**src/design/assert_macros.svh**
```systemverilog
// ----------------------------------------------------------------------------
// assert_macros
// shared assertion macros
// ----------------------------------------------------------------------------
`ifndef ASSERT_MACROS_SVH
`define ASSERT_MACROS_SVH

// property checked on every rising clock edge outside reset
`define ASSERT_ALWAYS(label, clk, rst, prop, msg) \
   label: assert property (@(posedge clk) disable iff (rst) (prop)) else $error(msg);

// implication checked on every rising clock edge outside reset
`define ASSERT_IMPLY(label, clk, rst, ante, cons, msg) \
   label: assert property (@(posedge clk) disable iff (rst) (ante) |-> (cons)) else $error(msg);

`endif

```
**src/design/bqc_pkg.sv**
```systemverilog
// ----------------------------------------------------------------------------
// bqc_pkg
// shared constants and types of the billboard quad corner block
// ----------------------------------------------------------------------------
package bqc_pkg;

   localparam int COORD_WIDTH_DEF = 32;
   localparam int A_WIDTH         = 20;
   localparam int SQRT_STEPS      = 22;
   localparam int DIV_STEPS       = 17;
   localparam int QUEUE_DEPTH     = 4;
   localparam int CSR_IDX_WIDTH   = 3;

   localparam logic [CSR_IDX_WIDTH-1:0] REG_HALF_SIZE    = 3'd0;
   localparam logic [CSR_IDX_WIDTH-1:0] REG_ASPECT_RATIO = 3'd1;
   localparam logic [CSR_IDX_WIDTH-1:0] REG_UP_X         = 3'd2;
   localparam logic [CSR_IDX_WIDTH-1:0] REG_UP_Y         = 3'd3;
   localparam logic [CSR_IDX_WIDTH-1:0] REG_UP_Z         = 3'd4;

   localparam logic [15:0] HALF_SIZE_RST    = 16'd256;
   localparam logic [15:0] ASPECT_RATIO_RST = 16'd4096;
   localparam logic [15:0] UP_X_RST         = 16'd0;
   localparam logic [15:0] UP_Y_RST         = 16'd16384;
   localparam logic [15:0] UP_Z_RST         = 16'd0;

   typedef struct packed {
      logic full;
      logic empty;
   } q_stat_type;

endpackage

```
**src/design/bqc_queue.sv**
```systemverilog
// ----------------------------------------------------------------------------
// bqc_queue
// short register queue between the front and back parts
// ----------------------------------------------------------------------------
module bqc_queue import bqc_pkg::*; #(
   parameter int DW = 3 * COORD_WIDTH_DEF + 64
) (
   input  logic          clock,
   input  logic          reset,
   input  logic          push,
   input  logic [DW-1:0] wdata,
   input  logic          pop,
   output logic [DW-1:0] rdata,
   output q_stat_type    q_stat
);
   localparam int PW = $clog2(QUEUE_DEPTH);
   localparam int CW = $clog2(QUEUE_DEPTH + 1);

   logic [DW-1:0] mem_ff [QUEUE_DEPTH];
   logic [PW-1:0] wr_ff, rd_ff;
   logic [CW-1:0] cnt_ff;

   assign rdata        = mem_ff[rd_ff];
   assign q_stat.full  = cnt_ff == CW'(QUEUE_DEPTH);
   assign q_stat.empty = cnt_ff == '0;

   always_ff @(posedge clock) begin
      if (reset) begin
         wr_ff  <= '0;
         rd_ff  <= '0;
         cnt_ff <= '0;
      end else begin
         if (push) begin
            wr_ff <= wr_ff + 1'b1;
         end
         if (pop) begin
            rd_ff <= rd_ff + 1'b1;
         end
         if (push && !pop) begin
            cnt_ff <= cnt_ff + 1'b1;
         end else if (pop && !push) begin
            cnt_ff <= cnt_ff - 1'b1;
         end
      end
   end

   always_ff @(posedge clock) begin
      if (push) begin
         mem_ff[wr_ff] <= wdata;
      end
   end

endmodule

```
**config.mk**
```make
export PLATFORM = sky130hd
export DESIGN_NAME = bqc_queue
export DESIGN_NICKNAME = d
export VERILOG_FILES = /design/src/design/assert_macros.svh /design/src/design/bqc_pkg.sv /design/src/design/bqc_queue.sv
export SDC_FILE = /design/constraint.sdc
export NUM_CORES = 1
export LEC_CHECK = 0
export BUFFER_PORTS_ARGS = -buffer_cell sky130_fd_sc_hd__buf_4
export CORE_MARGIN = 5
export CORE_UTILIZATION = 35
export CTS_CLUSTER_DIAMETER = 150
export DETAILED_ROUTE_END_ITERATION = 10
export SETUP_SLACK_MARGIN = 0.1
export SYNTH_ARGS = -nofsm -noshare
export SYNTH_HDL_FRONTEND = slang
export SYNTH_SLANG_ARGS = --single-unit
```
**constraint.sdc**
```tcl
create_clock -name clock -period 5.29 [get_ports clock]
set_input_delay 1.058 -clock clock [delete_from_list [all_inputs] [get_ports clock]]
set_output_delay 1.058 -clock clock [all_outputs]
set_load 0.02 [all_outputs]
```
; Word-level counts from Yosys, hierarchy flattened
; Memories as Yosys holds them, arrays and structs flattened. A register that Yosys moved wholly into a read port is not among the register bits.
; Index checks and enable logic that the tools add are counted.
; W data, S select, Z words.
[totals]
ff_bits = 7
ramBits = 640
inputBits = 164
output_inout_bits = 162
wordCells = 21
mem_count = 1
[mem_list]
columns = memory, depth, word_bits, read_ports, rd_ports_with_merged_regs, wr, line_no
row1 = mem_ff, 4, 160, 1, 1, 1, bqc_queue.sv:19  ; logic [DW-1:0] mem_ff [QUEUE_DEPTH];
[op_classes]
add_sub_neg = 4
n_eq_ne = 1
mux = 6
n_reduce_logical = 6
[op_table]
columns = operator, n
row1 = $mux W3, 2
row2 = $add A2 B1 Y2 const B, 2
row3 = $mux W2, 2
row4 = $add A3 B1 Y3 const B, 1
row5 = $eq A3 B3 Y1 const B, 1
row6 = $logic_not A3 Y1, 1
row7 = $sub A3 B1 Y3 const B, 1
row8 = $logic_and A1 B1 Y1, 2
row9 = $logic_not A1 Y1, 2
row10 = $mux W1, 2
row11 = $reduce_bool A2 Y1, 1

; Depth between registers and ports, before layout
[logic_depth]
word_depth = 4
ltp_mapped = 7
mapped_depth_nobuf = 7

; Worst setup path after synthesis
; OpenSTA, ideal clock, no wires.
[synth_timing]
path_type = input -> register
startpoint = input push
endpoint = memory mem_ff[0][0] (netlist name), enable pin
setup_ns = 0.538
t_arrival_ns = 4.704
required_time_ns = 4.752
setup_slack_ns = 0.047
path_stages = 1
path_buffers = 0
cell_sequence = and2_1
[synth_via]
elab_chain_len = 2
[synth_lines]
columns = item, line_no
row1 = from (decl), bqc_queue.sv:10  ; input logic push,
row2 = $mux W1, bqc_queue.sv:48  ; if (push) begin
row3 = $mux W1 (implied by the code), bqc_queue.sv:49  ; mem_ff[wr_ff] <= wdata;
row4 = to (decl), bqc_queue.sv:19
; Every way passes these cells.

==> impl_metrics.yaml <==
worst_setup_path:
  cp-start-kind: "register"
  worst_ep_required_time_ps: 4230
  arrival_ps: 2740
  critPathSlowestCell: "dfxtp_4"
  criticalPathCategory: "reg -> out"
  cp_top_family: "flip-flops"
  crit_buf_inv: 2
  cp_common_cell: "buf_4"
  critPathMaxStageDelay_ps: 920
  cp-end-kind: "output pin"
  cp_cell_sequence: "buf_4 > mux4_2 > buf_4"
  cp_max_fo: 38
synthesis:
  synth_top_area_cell: "edfxtp_1"
  synth-compound-area-share: 0.0004261
  synthArstFlopShare: 0
  synth_edf_count: 640
  netlist.area_leader.share: 0.8181
  ys_types: 20
  synth-xor-area-share: 0.001864
  synth-seq-cells: 649
  synthSimpleGateAreaFrac: 0.003142
  synth_flop_cell: "edfxtp_1"
  muxShareOfSynthArea: 0.1542
  synthTopCellsByArea: "edfxtp_1 (82%), mux4_2 (15%), dfxtp_1 (0.77%)"
  synth_cells: 880
  ys.warnings.count: 0
  synth_top_family_by_area: "multiplexers"
  synth_fa_ha_area_frac: 0.003515
  syn_area_per_cell_um2: 26.70
  syn_area_um2: 23490
  syn_nets: 1050
  synth_seq_area_share: 0.8257
timing:
  fin_skew_ps: 19.16
  timing.final.max_slew_violations: 0
  hold_slack_ps: 499.1
  post-route-min-period_ps: 3797
  fmax_ghz: 0.2634
  finalHoldViolCount: 0
  relSlewSlack: 0.3138
  rsz0062_at_grt: "false"
  finalCritPeriodShare: 0.7178
  setup_slack_ps: 1493
  setup-violations-final: 0
  finalSetupTns_ps: 0
  worst_pin_slew_ps: 1029
run:
  maxCapViolations: 0
final_layout:
  drive_above_1_share: 0.4642
  layout_commonest_cell: "edfxtp_1"
  synthToLayoutAreaGrowth_pct: 25.06
  final_cell_mix: "edfxtp_1 (640), buf_4 (335), mux4_2 (160)"
  fillers: 5704
  instances_no_fill: 2189
  fin_area_um2: 29380
  fin_nets: 1431
hold_path:
  hold_class: "reg -> reg"
pwr:
  peakVddDrop_mv: 0.2683
  powerDensity_nw_per_um2: 413.9
  p_leak_nw: 9.777
floorplanning:
  core-area_um2: 66920
  initial_core_util: 0.3511
  io_pins: 326
  die_w_um: 269.1
  die_area_um2: 72400
  num_rows: 95
  dieHeight_um: 269.1
placement:
  dp_hpwl_um: 29630
  gp_congestion: 0.7026
  port_buffers: 325
  dpl-instance-area_um2: 27090
  place_inst: 2062
  pre_cts_ws_ps: 1936
cts:
  cts_setup_buffers: 0
  tritoncts: "yes"
  htreeDepth: 3
  clk_pin_slew_ps: 60
  ctsHoldBuffers: 0
  clock_latency_ps: 590
  cts_resized: 0
  root_buffer: "clkbuf_16"
  clockBufferDepth: 3
  cts_buffers: 70
  clock-sinks: 649
global_routing:
  globalRouteOverflowTotal: 0
  grt_use_total: 0.1318
  grt_pass1_vias: 11460
  grt_max_degree: 95
  antenna_found_initial: 4
  grt_pass1_wl_um: 71530
routing:
  viasPerCell: 4.818
  firstDrtPassIters: 5
  vias: 10550
  drtAntennaViolNets: 0
  drc_errors: 0
  dr.first_iter.drc_count: 531
  wl_per_cell_um: 22.31
  wl_um: 48840
status:
  outcome: "finished clean"
==> layer usage <==
| layer | global-route usage | share of wire | vias to the layer above |
|---|---|---|---|
| met3 | 0.05010 | 0.082 | 71 |
| met1 | 0.1671 | 0.41 | 5583 |
| met5 | 0 | 0.00084 | - |
| met4 | 0.03416 | 0.017 | 6 |
| met2 | 0.2160 | 0.49 | 301 |
| li1 | - | - | 4586 |
==> metrics by stage <==
step,total power (W),util
after floorplan,0.006862,-
after global placement,0.007484,0.4048
after detailed placement,0.007511,0.4048
after CTS,0.01236,0.4389
after global routing,0.01266,0.4389
final,0.01216,0.4390
==> sequential cells by signal, summed over array words and instances (netlist names), named ones only <==
register  cells
mem_ff      640
cnt_ff        3
rd_ff         2
wr_ff         2
==> worst paths after layout <==
path / startpoint / endpoint / slack [ps] / cells past startpoint
worst min register to register: cnt_ff[2] / cnt_ff[2] / 500 / 2
worst max register to register: wr_ff[0] / mem_ff[0][44] / 3090 / 4
worst max-delay path: register / rdata[136] / 1490 / 3
worst min-delay path: cnt_ff[2] / cnt_ff[2] / 500 / 2
==> worst min-delay path: stages, from the launching register on <==
cell and delay (ps):
dfxtp_1 320, o21ai_0 70, a21oi_1 60
==> area by class of cell <==
| type | count | area [um2] | share of cell area |
|---|---|---|---|
| clock inverters | 35 | 412.9 | 0.01405 |
| flip-flops and latches | 649 | 19410 | 0.6605 |
| well taps | 873 | 1092 | 0.03718 |
| multi-input cells | 190 | 3844 | 0.1308 |
| diodes | 2 | 5.005 | 0.0001704 |
| clock buffers | 90 | 1869 | 0.06363 |
| repair buffers | 346 | 2735 | 0.09310 |
| inverters | 4 | 15.01 | 0.0005111 |
==> cell usage after synthesis (2+ instances only) <==
master / number
inv_1: 4
mux4_2: 160
clkbuf_1: 7
xnor2_1: 2
edfxtp_1: 640
ha_1: 5
buf_2: 19
buf_6: 11
nor2_1: 7
xor2_1: 3
mux2i_1: 2
dfxtp_1: 9
and2_1: 4
==> where the power goes <==
group	total, W	switching (W)	leakage (nW)	internal (W)
logic	0.00136	0.000733	2.71	0.000629
registers	0.00600	0.0000834	5.95	0.00591
clock network	0.00480	0.00190	1.11	0.00290
total	0.0122	0.00272	9.78	0.00944
==> logic make-up after synthesis <==
group,Yosys count
AO/OA/AOI/OAI,2
XOR/XNOR,5
adder cells (fa/ha/maj),6
buffers and inverters,41
flip-flops,649
multiplexers,162
AND/OR/NAND/NOR,15
(Power assumes the default switching activity.)
