**src/design/assert_macros.svh**
```systemverilog
// ----------------------------------------------------------------------------
// assert_macros
// shared assertion macros
// ----------------------------------------------------------------------------
`ifndef ASSERT_MACROS_SVH
`define ASSERT_MACROS_SVH

// property checked on every rising clock edge outside reset
`define ASSERT_ALWAYS(label, clk, rst, prop, msg) \
   label: assert property (@(posedge clk) disable iff (rst) (prop)) else $error(msg);

// implication checked on every rising clock edge outside reset
`define ASSERT_IMPLY(label, clk, rst, ante, cons, msg) \
   label: assert property (@(posedge clk) disable iff (rst) (ante) |-> (cons)) else $error(msg);

`endif

```
**src/design/bqc_pkg.sv**
```systemverilog
// ----------------------------------------------------------------------------
// bqc_pkg
// shared constants and types of the billboard quad corner block
// ----------------------------------------------------------------------------
package bqc_pkg;

   localparam int COORD_WIDTH_DEF = 32;
   localparam int A_WIDTH         = 20;
   localparam int SQRT_STEPS      = 22;
   localparam int DIV_STEPS       = 17;
   localparam int QUEUE_DEPTH     = 4;
   localparam int CSR_IDX_WIDTH   = 3;

   localparam logic [CSR_IDX_WIDTH-1:0] REG_HALF_SIZE    = 3'd0;
   localparam logic [CSR_IDX_WIDTH-1:0] REG_ASPECT_RATIO = 3'd1;
   localparam logic [CSR_IDX_WIDTH-1:0] REG_UP_X         = 3'd2;
   localparam logic [CSR_IDX_WIDTH-1:0] REG_UP_Y         = 3'd3;
   localparam logic [CSR_IDX_WIDTH-1:0] REG_UP_Z         = 3'd4;

   localparam logic [15:0] HALF_SIZE_RST    = 16'd256;
   localparam logic [15:0] ASPECT_RATIO_RST = 16'd4096;
   localparam logic [15:0] UP_X_RST         = 16'd0;
   localparam logic [15:0] UP_Y_RST         = 16'd16384;
   localparam logic [15:0] UP_Z_RST         = 16'd0;

   typedef struct packed {
      logic full;
      logic empty;
   } q_stat_type;

endpackage

```
**src/design/bqc_front.sv**
```systemverilog
// ----------------------------------------------------------------------------
// bqc_front
// takes items, forms the eye to center difference and scales it to 20 bits
// ----------------------------------------------------------------------------
module bqc_front import bqc_pkg::*; #(
   parameter int W = COORD_WIDTH_DEF
) (
   input  logic                  clock,
   input  logic                  reset,
   input  logic                  req_valid,
   output logic                  req_stall,
   input  logic signed [W-1:0]   eye [3],
   input  logic signed [W-1:0]   center [3],
   input  q_stat_type            q_stat,
   output logic                  q_push,
   output logic [3*W+63:0]       q_data
);
   localparam int MW  = W + 1;
   localparam int LW  = $clog2(MW + 1);

   logic                 v1_ff, v2_ff, v3_ff;
   logic [MW-1:0]        mag1_ff [3];
   logic [MW-1:0]        mag2_ff [3];
   logic [2:0]           neg1_ff, neg2_ff;
   logic signed [W-1:0]  pos1_ff [3];
   logic signed [W-1:0]  pos2_ff [3];
   logic [LW-1:0]        len2_ff;
   logic                 nz2_ff;
   logic [3*W+63:0]      out_ff;

   logic                 f_en;
   logic [MW-1:0]        mag_in [3];
   logic [2:0]           neg_in;
   logic [MW-1:0]        orv;
   logic [LW-1:0]        len_in;
   logic [3*W+63:0]      out_in;
   logic [MW+A_WIDTH-1:0] sh;

   assign f_en      = !v3_ff || !q_stat.full;
   assign req_stall = !f_en;
   assign q_push    = v3_ff && !q_stat.full;
   assign q_data    = out_ff;

   always_comb begin
      for (int i = 0; i < 3; i++) begin
         neg_in[i] = eye[i] < center[i];
         if (neg_in[i]) begin
            mag_in[i] = MW'({center[i][W-1], center[i]}) - MW'({eye[i][W-1], eye[i]});
         end else begin
            mag_in[i] = MW'({eye[i][W-1], eye[i]}) - MW'({center[i][W-1], center[i]});
         end
      end
   end

   always_comb begin
      orv    = mag1_ff[0] | mag1_ff[1] | mag1_ff[2];
      len_in = '0;
      for (int i = 0; i < MW; i++) begin
         if (orv[i]) begin
            len_in = LW'(i + 1);
         end
      end
   end

   always_comb begin
      out_in = '0;
      sh     = '0;
      for (int i = 0; i < 3; i++) begin
         sh = {mag2_ff[i], {A_WIDTH{1'b0}}} >> len2_ff;
         out_in[i*W +: W] = pos2_ff[i];
         out_in[3*W + 3 + A_WIDTH*i +: A_WIDTH] = sh[A_WIDTH-1:0];
      end
      out_in[3*W +: 3] = neg2_ff;
      out_in[3*W+63]   = nz2_ff;
   end

   always_ff @(posedge clock) begin
      if (reset) begin
         v1_ff <= 1'b0;
         v2_ff <= 1'b0;
         v3_ff <= 1'b0;
      end else if (f_en) begin
         v1_ff <= req_valid;
         v2_ff <= v1_ff;
         v3_ff <= v2_ff;
      end
   end

   always_ff @(posedge clock) begin
      if (f_en) begin
         mag1_ff <= mag_in;
         neg1_ff <= neg_in;
         pos1_ff <= center;
         mag2_ff <= mag1_ff;
         neg2_ff <= neg1_ff;
         pos2_ff <= pos1_ff;
         len2_ff <= len_in;
         nz2_ff  <= |orv;
         out_ff  <= out_in;
      end
   end

endmodule

```
**config.mk**
```make
export PLATFORM = sky130hd
export DESIGN_NAME = bqc_front
export DESIGN_NICKNAME = d
export VERILOG_FILES = /design/src/design/assert_macros.svh /design/src/design/bqc_pkg.sv /design/src/design/bqc_front.sv
export SDC_FILE = /design/constraint.sdc
export NUM_CORES = 1
export LEC_CHECK = 0
export ABC_CLOCK_PERIOD_IN_PS = 28400
export BUFFER_PORTS_ARGS = -buffer_cell sky130_fd_sc_hd__buf_2
export CAP_MARGIN = 15
export CORE_ASPECT_RATIO = 1.75
export CORE_UTILIZATION = 46
export CTS_BUF_LIST = sky130_fd_sc_hd__clkbuf_16
export CTS_CLUSTER_DIAMETER = 100
export DETAILED_ROUTE_END_ITERATION = 7
export SLEW_MARGIN = 5
export SYNTH_ARGS = -nofsm -noshare
export SYNTH_HDL_FRONTEND = slang
export SYNTH_SLANG_ARGS = --single-unit
export TNS_END_PERCENT = 100
```
**constraint.sdc**
```tcl
create_clock -name clock -period 28.4 [get_ports clock]
set_input_delay 1.42 -clock clock [delete_from_list [all_inputs] [get_ports clock]]
set_output_delay 1.42 -clock clock [all_outputs]
set_load 0.05 [all_outputs]
```
=== Yosys cells after proc, flatten, opt, wreduce, memory -nomap -nowiden ===
Cells that the tools add are included.
Widths: inputs -> output; s select.

* Flip-flop bits (word level): 566
* Bits of input ports: 197

* Shift operators: 3
* Add/subtract/negate cells: 6
* Muxes and demuxes: 35
* Bitwise gates (word level): 2
* Reductions and logical operators: 7
* Order comparisons: 3

{| class="wikitable"
|+ Operators by type and width
! kind !! count
|-
| $sub 32x32->33 || 6
|-
| $mux 6 || 30
|-
| $shr 53x6->20 || 3
|-
| $mux 33 || 3
|-
| $lt 32x32->1 || 3
|-
| $or 33x33->33 || 2
|-
| $reduce_or 33->1 || 1
|-
| $logic_not 1->1 || 3
|-
| $mux 1 || 2
|-
| $reduce_or 2->1 || 1
|-
| $logic_and 1x1->1 || 1
|-
| $logic_or 1x1->1 || 1
|}

=== Logic depth before layout (Yosys ltp) ===
* Depth after elaboration: 34
* Mapped depth: 15
* Mapped depth without buffers: 13

=== Least setup slack after synthesis ===
Ideal clock, no wire load.

* Kind: input -> output
* From: in q_stat[1] (netlist name)
* To: out req_stall
* Stages on the path: 2
* Setup slack: 9.520 ns
* Data arrival time: 17.460 ns
* Buffers on the path: 0
* Path through: nand2_1 > inv_1

* Cells in the longest elaborated chain, start to end: 3

{| class="wikitable"
|+ RTL lines
! what !! line !! source
|-
| from (decl) || bqc_front.sv:14 || <nowiki>input q_stat_type q_stat,</nowiki>
|-
| $logic_not 1->1 || bqc_front.sv:39 || <nowiki>assign f_en = !v3_ff || !q_stat.full;</nowiki>
|-
| $logic_or 1x1->1 || bqc_front.sv:39 ||
|-
| $logic_not 1->1 || bqc_front.sv:40 || <nowiki>assign req_stall = !f_en;</nowiki>
|-
| to (decl) || bqc_front.sv:11 || <nowiki>output logic req_stall,</nowiki>
|}

No other way between the ends.

==> key figures <==
Outcome
  • Outcome: completed

Drt
  • Routed vias: 24400
  • DRC Markers: 0
  • Number of routed nets with antenna violations: 0
  • Drt pass-1 iters: 6
  • DRT iter0 DRCs: 1681
  • Post-DR wirelength/cell: 22.0 um
  • Final WL: 93400 um
  • Via-to-Cell Ratio: 5.75

Critical path
  • Setup slack, reg-to-reg: 24460 ps
  • Worst R2R Start: v3_ff
  • WP data required: 28750 ps
  • R2R Path End: pos1_ff[11]
  • Critical path type: primary input to register
  • R2R depth: 4
  • Worst-path maximum fanout: 18
  • Critical Path Source Type: primary input
  • Data arrival, critical path: 5410 ps
  • Setup crit end kind: register

STA
  • Fin. Hold Viols: 0
  • Slew Limit Headroom: 28.5%
  • Sum of negative setup slack: 0 ps
  • Setup violations, final: 0
  • Crit path time final: 5060 ps
  • RSZ-0062 raised after global routing: no
  • Peak Freq: 0.198 GHz
  • Fin crit share: 17.8%
  • Final Skew: 24.0 ps
  • Slew Viols, Final: 0
  • Worst-margin pin slew: 1070 ps

Min path
  • Hold path start: pos1_ff[41]
  • Min-Delay Path Class: register to register
  • Hold path cells: 0
  • Hold EP: out_in[41]

Synth
  • Share of flip-flops with an asynchronous set or reset: 0%
  • Top_reg_cell synth: edfxtp_1
  • EDFF count, synth: 563
  • Post-synthesis sequential area ratio: 51.2%
  • Post-synth cell types: 84
  • Net Count, Synth: 3416
  • Ranking of synthesized cells by area: edfxtp_1 (51%), ha_1 (7.2%), mux4_2 (4.1%)
  • Leading area contributor after synthesis: edfxtp_1
  • Yosys top cell area share: 51.0%
  • Synth Cell Area: 33200 um^2
  • Synthesized area per cell: 11.0 um^2
  • Yosys reg bits: 566
  • Synth warn: 0
  • Synthesized instance count: 3021

Pwr
  • Lkg Pwr: 16.0 nW
  • IR Drop Worst-Case VDD: 0.0534 mV
  • Int Pwr: 1.92 mW
  • Combinational share of power: 35.3%
  • Pwr Total: 3.06 mW
  • Sequential Power Share: 40.5%
  • Net Sw Frac: 37.4%
  • Psw: 1.15 mW
  • Power Density: 82.0 nW/um^2
  • Clk pwr share: 24.2%

Placed design
  • Inst Count DP: 4150
  • Post-DP HPWL: 73100 um
  • Routability Congestion: 0.940
  • Placed inst area: 35600 um^2
  • I/O Buffers: 357

Clock network
  • Root buf cell: clkbuf_16
  • Clock latency at the later pin of the worst-skew pair: 620 ps
  • CTS Buffer Depth: 3
  • Worst-path clk slew: 60 ps
  • Post-CTS setup buffer count: 0
  • Resize count post-CTS: 0
  • Clk sinks: 566
  • H-tree levels: 2
  • Num CTS Buffers: 52
  • Hold buffer count at CTS: 0
  • CTS tree: done

Die
  • Cell row count: 129
  • Die span in x: 205 um
  • I/O Pins: 359
  • Starting Density: 46.7%
  • Core box area: 71000 um^2
  • DIE AREA: 73200 um^2
  • Die H: 357 um

Job
  • Total of max-cap violations: 0

GRT
  • GRT Total Usage: 25.3%
  • First-pass GRT wire length: 141000 um
  • Number of global-route vias before repair: 24300
  • Initial antenna violation count: 11
  • Largest net degree at the start of global routing: 82
  • Total grt overflow: 0

Layout
  • Post-Layout Inst Area: 37400 um^2
  • Net count, final: 3682
  • Area growth syn-to-layout: 12.7%
  • Finished Core Util: 52.6%
  • Fraction of layout cells with a size suffix above 1: 16.9%
  • Final Instance Count excl. Fillers: 4249
## registers in the layout, indices dropped and copies added, names as in the netlist, 3 cells and up
signal and flops:
mag1_ff 99, neg1_ff 3, q_data 160, out_in 96, mag2_ff 99, len2_ff 6
pos1_ff 96, neg2_ff 3
## layer usage
layer | global-route usage (%) | up-vias | part of all wire (%)
li1 | - | 11700 | -
met1 | 29.1 | 11800 | 39
met2 | 45.3 | 782 | 51
met3 | 3.48 | 189 | 4.9
met4 | 12.9 | 10 | 5.3
met5 | 0 | - | 0.060
## worst max-delay path, cell delays in order
cell	delay, ps
buf_2	120
inv_1	80
ha_1	300
nor2b_1	130
o21ai_0	280
o211a_1	300
o21ai_0	200
a21oi_1	470
o31ai_2	200
o31ai_4	850
mux2_2	440
o21ai_1	170
xor2_1	430
## kinds of logic (layout without fill, tap and decap cells)
family / Yosys count / in the layout / share of synthesized area [%]
AOI/OAI and AO/OA: 836 / 836 / 15.9
and+or+nand+nor: 727 / 727 / 9.93
DFF: 566 / 566 / 51.2
buffers and inverters: 415 / 720 / 4.93
adders and majority gates: 198 / 198 / 7.61
muxes: 192 / 192 / 8.13
xor gates and xnor gates: 87 / 87 / 2.30
other: 0 / 6 / 0
## final cells by class
class	count	area, um^2
Clock inverter	40	455
Tap cell	917	1150
Multi-Input combinational cell	2040	14600
Clock buffer	53	1330
Timing Repair Buffer	382	1970
Fill cell	6375	33700
Antenna cell	6	15.0
Sequential cell	566	17000
Inverter	245	921
## cells in the mapped netlist, types with 7 or more instances
cell type  count
o22ai_1       49
xnor2_1       53
o21bai_1      22
nor2b_1       39
nor2_1       149
nand3b_1      10
xor2_1        34
edfxtp_1     563
a22oi_1       17
a21oi_1      250
ha_1         192
a32oi_1       12
mux2_2        14
nand3_1       53
clkbuf_1     107
or3_1         20
buf_1         25
nand2b_1      24
a21o_1        81
mux2i_1      117
o21a_1        25
o31ai_1       11
o2bb2ai_1      8
and2_1        14
buf_2         32
nand4_1       23
mux4_2        60
nor3_1        50
nand2_1      313
o21ai_0      182
inv_1        243
a21boi_0       7
a211oi_1      34
o211ai_1      17
a31oi_1       31
nor4_1        11
## worst max-delay path by stage
stage	start	end	slack, ps	cells past startpoint
after floorplan	q_stat[1]	req_stall	9520	2
after global placement	eye[1]	mag1_ff[21]	22700	14
after detailed placement	eye[1]	mag1_ff[13]	22630	13
after CTS	eye[1]	mag1_ff[13]	23300	13
after global routing	eye[1]	mag1_ff[15]	23140	13
final	eye[1]	mag1_ff[13]	23340	13
## placed cells by master, fill, tap and decap left out, types with 60 or more instances in the layout
| cell type | n |
|---|---|
| edfxtp_1 | 563 |
| inv_1 | 247 |
| a21oi_1 | 250 |
| nand2_1 | 312 |
| mux2i_1 | 117 |
| o21ai_0 | 182 |
| a21o_1 | 81 |
| nor2_1 | 149 |
| buf_2 | 357 |
| ha_1 | 192 |
| mux4_2 | 60 |
## stage by stage
| stage | hold slack [ps] | worst slack [ps] |
|---|---|---|
| 2_1_floorplan | 400 | 9520 |
| 3_3_place_gp | 400 | 22700 |
| 3_5_place_dp | 405 | 22630 |
| 4_1_cts | 415 | 23300 |
| 5_1_grt | 422 | 23140 |
| 6_report | 417 | 23340 |
## power groups by stage
stage	clock, mW	sequential (mW)	combinational (mW)
after floorplan	0	1.41	0.600
after global placement	0	1.25	1.07
after detailed placement	0	1.26	1.08
after CTS	0.762	1.24	1.08
after global routing	0.787	1.26	1.16
final	0.741	1.24	1.08
No activity file was read; power rests on OpenSTA's default activity.
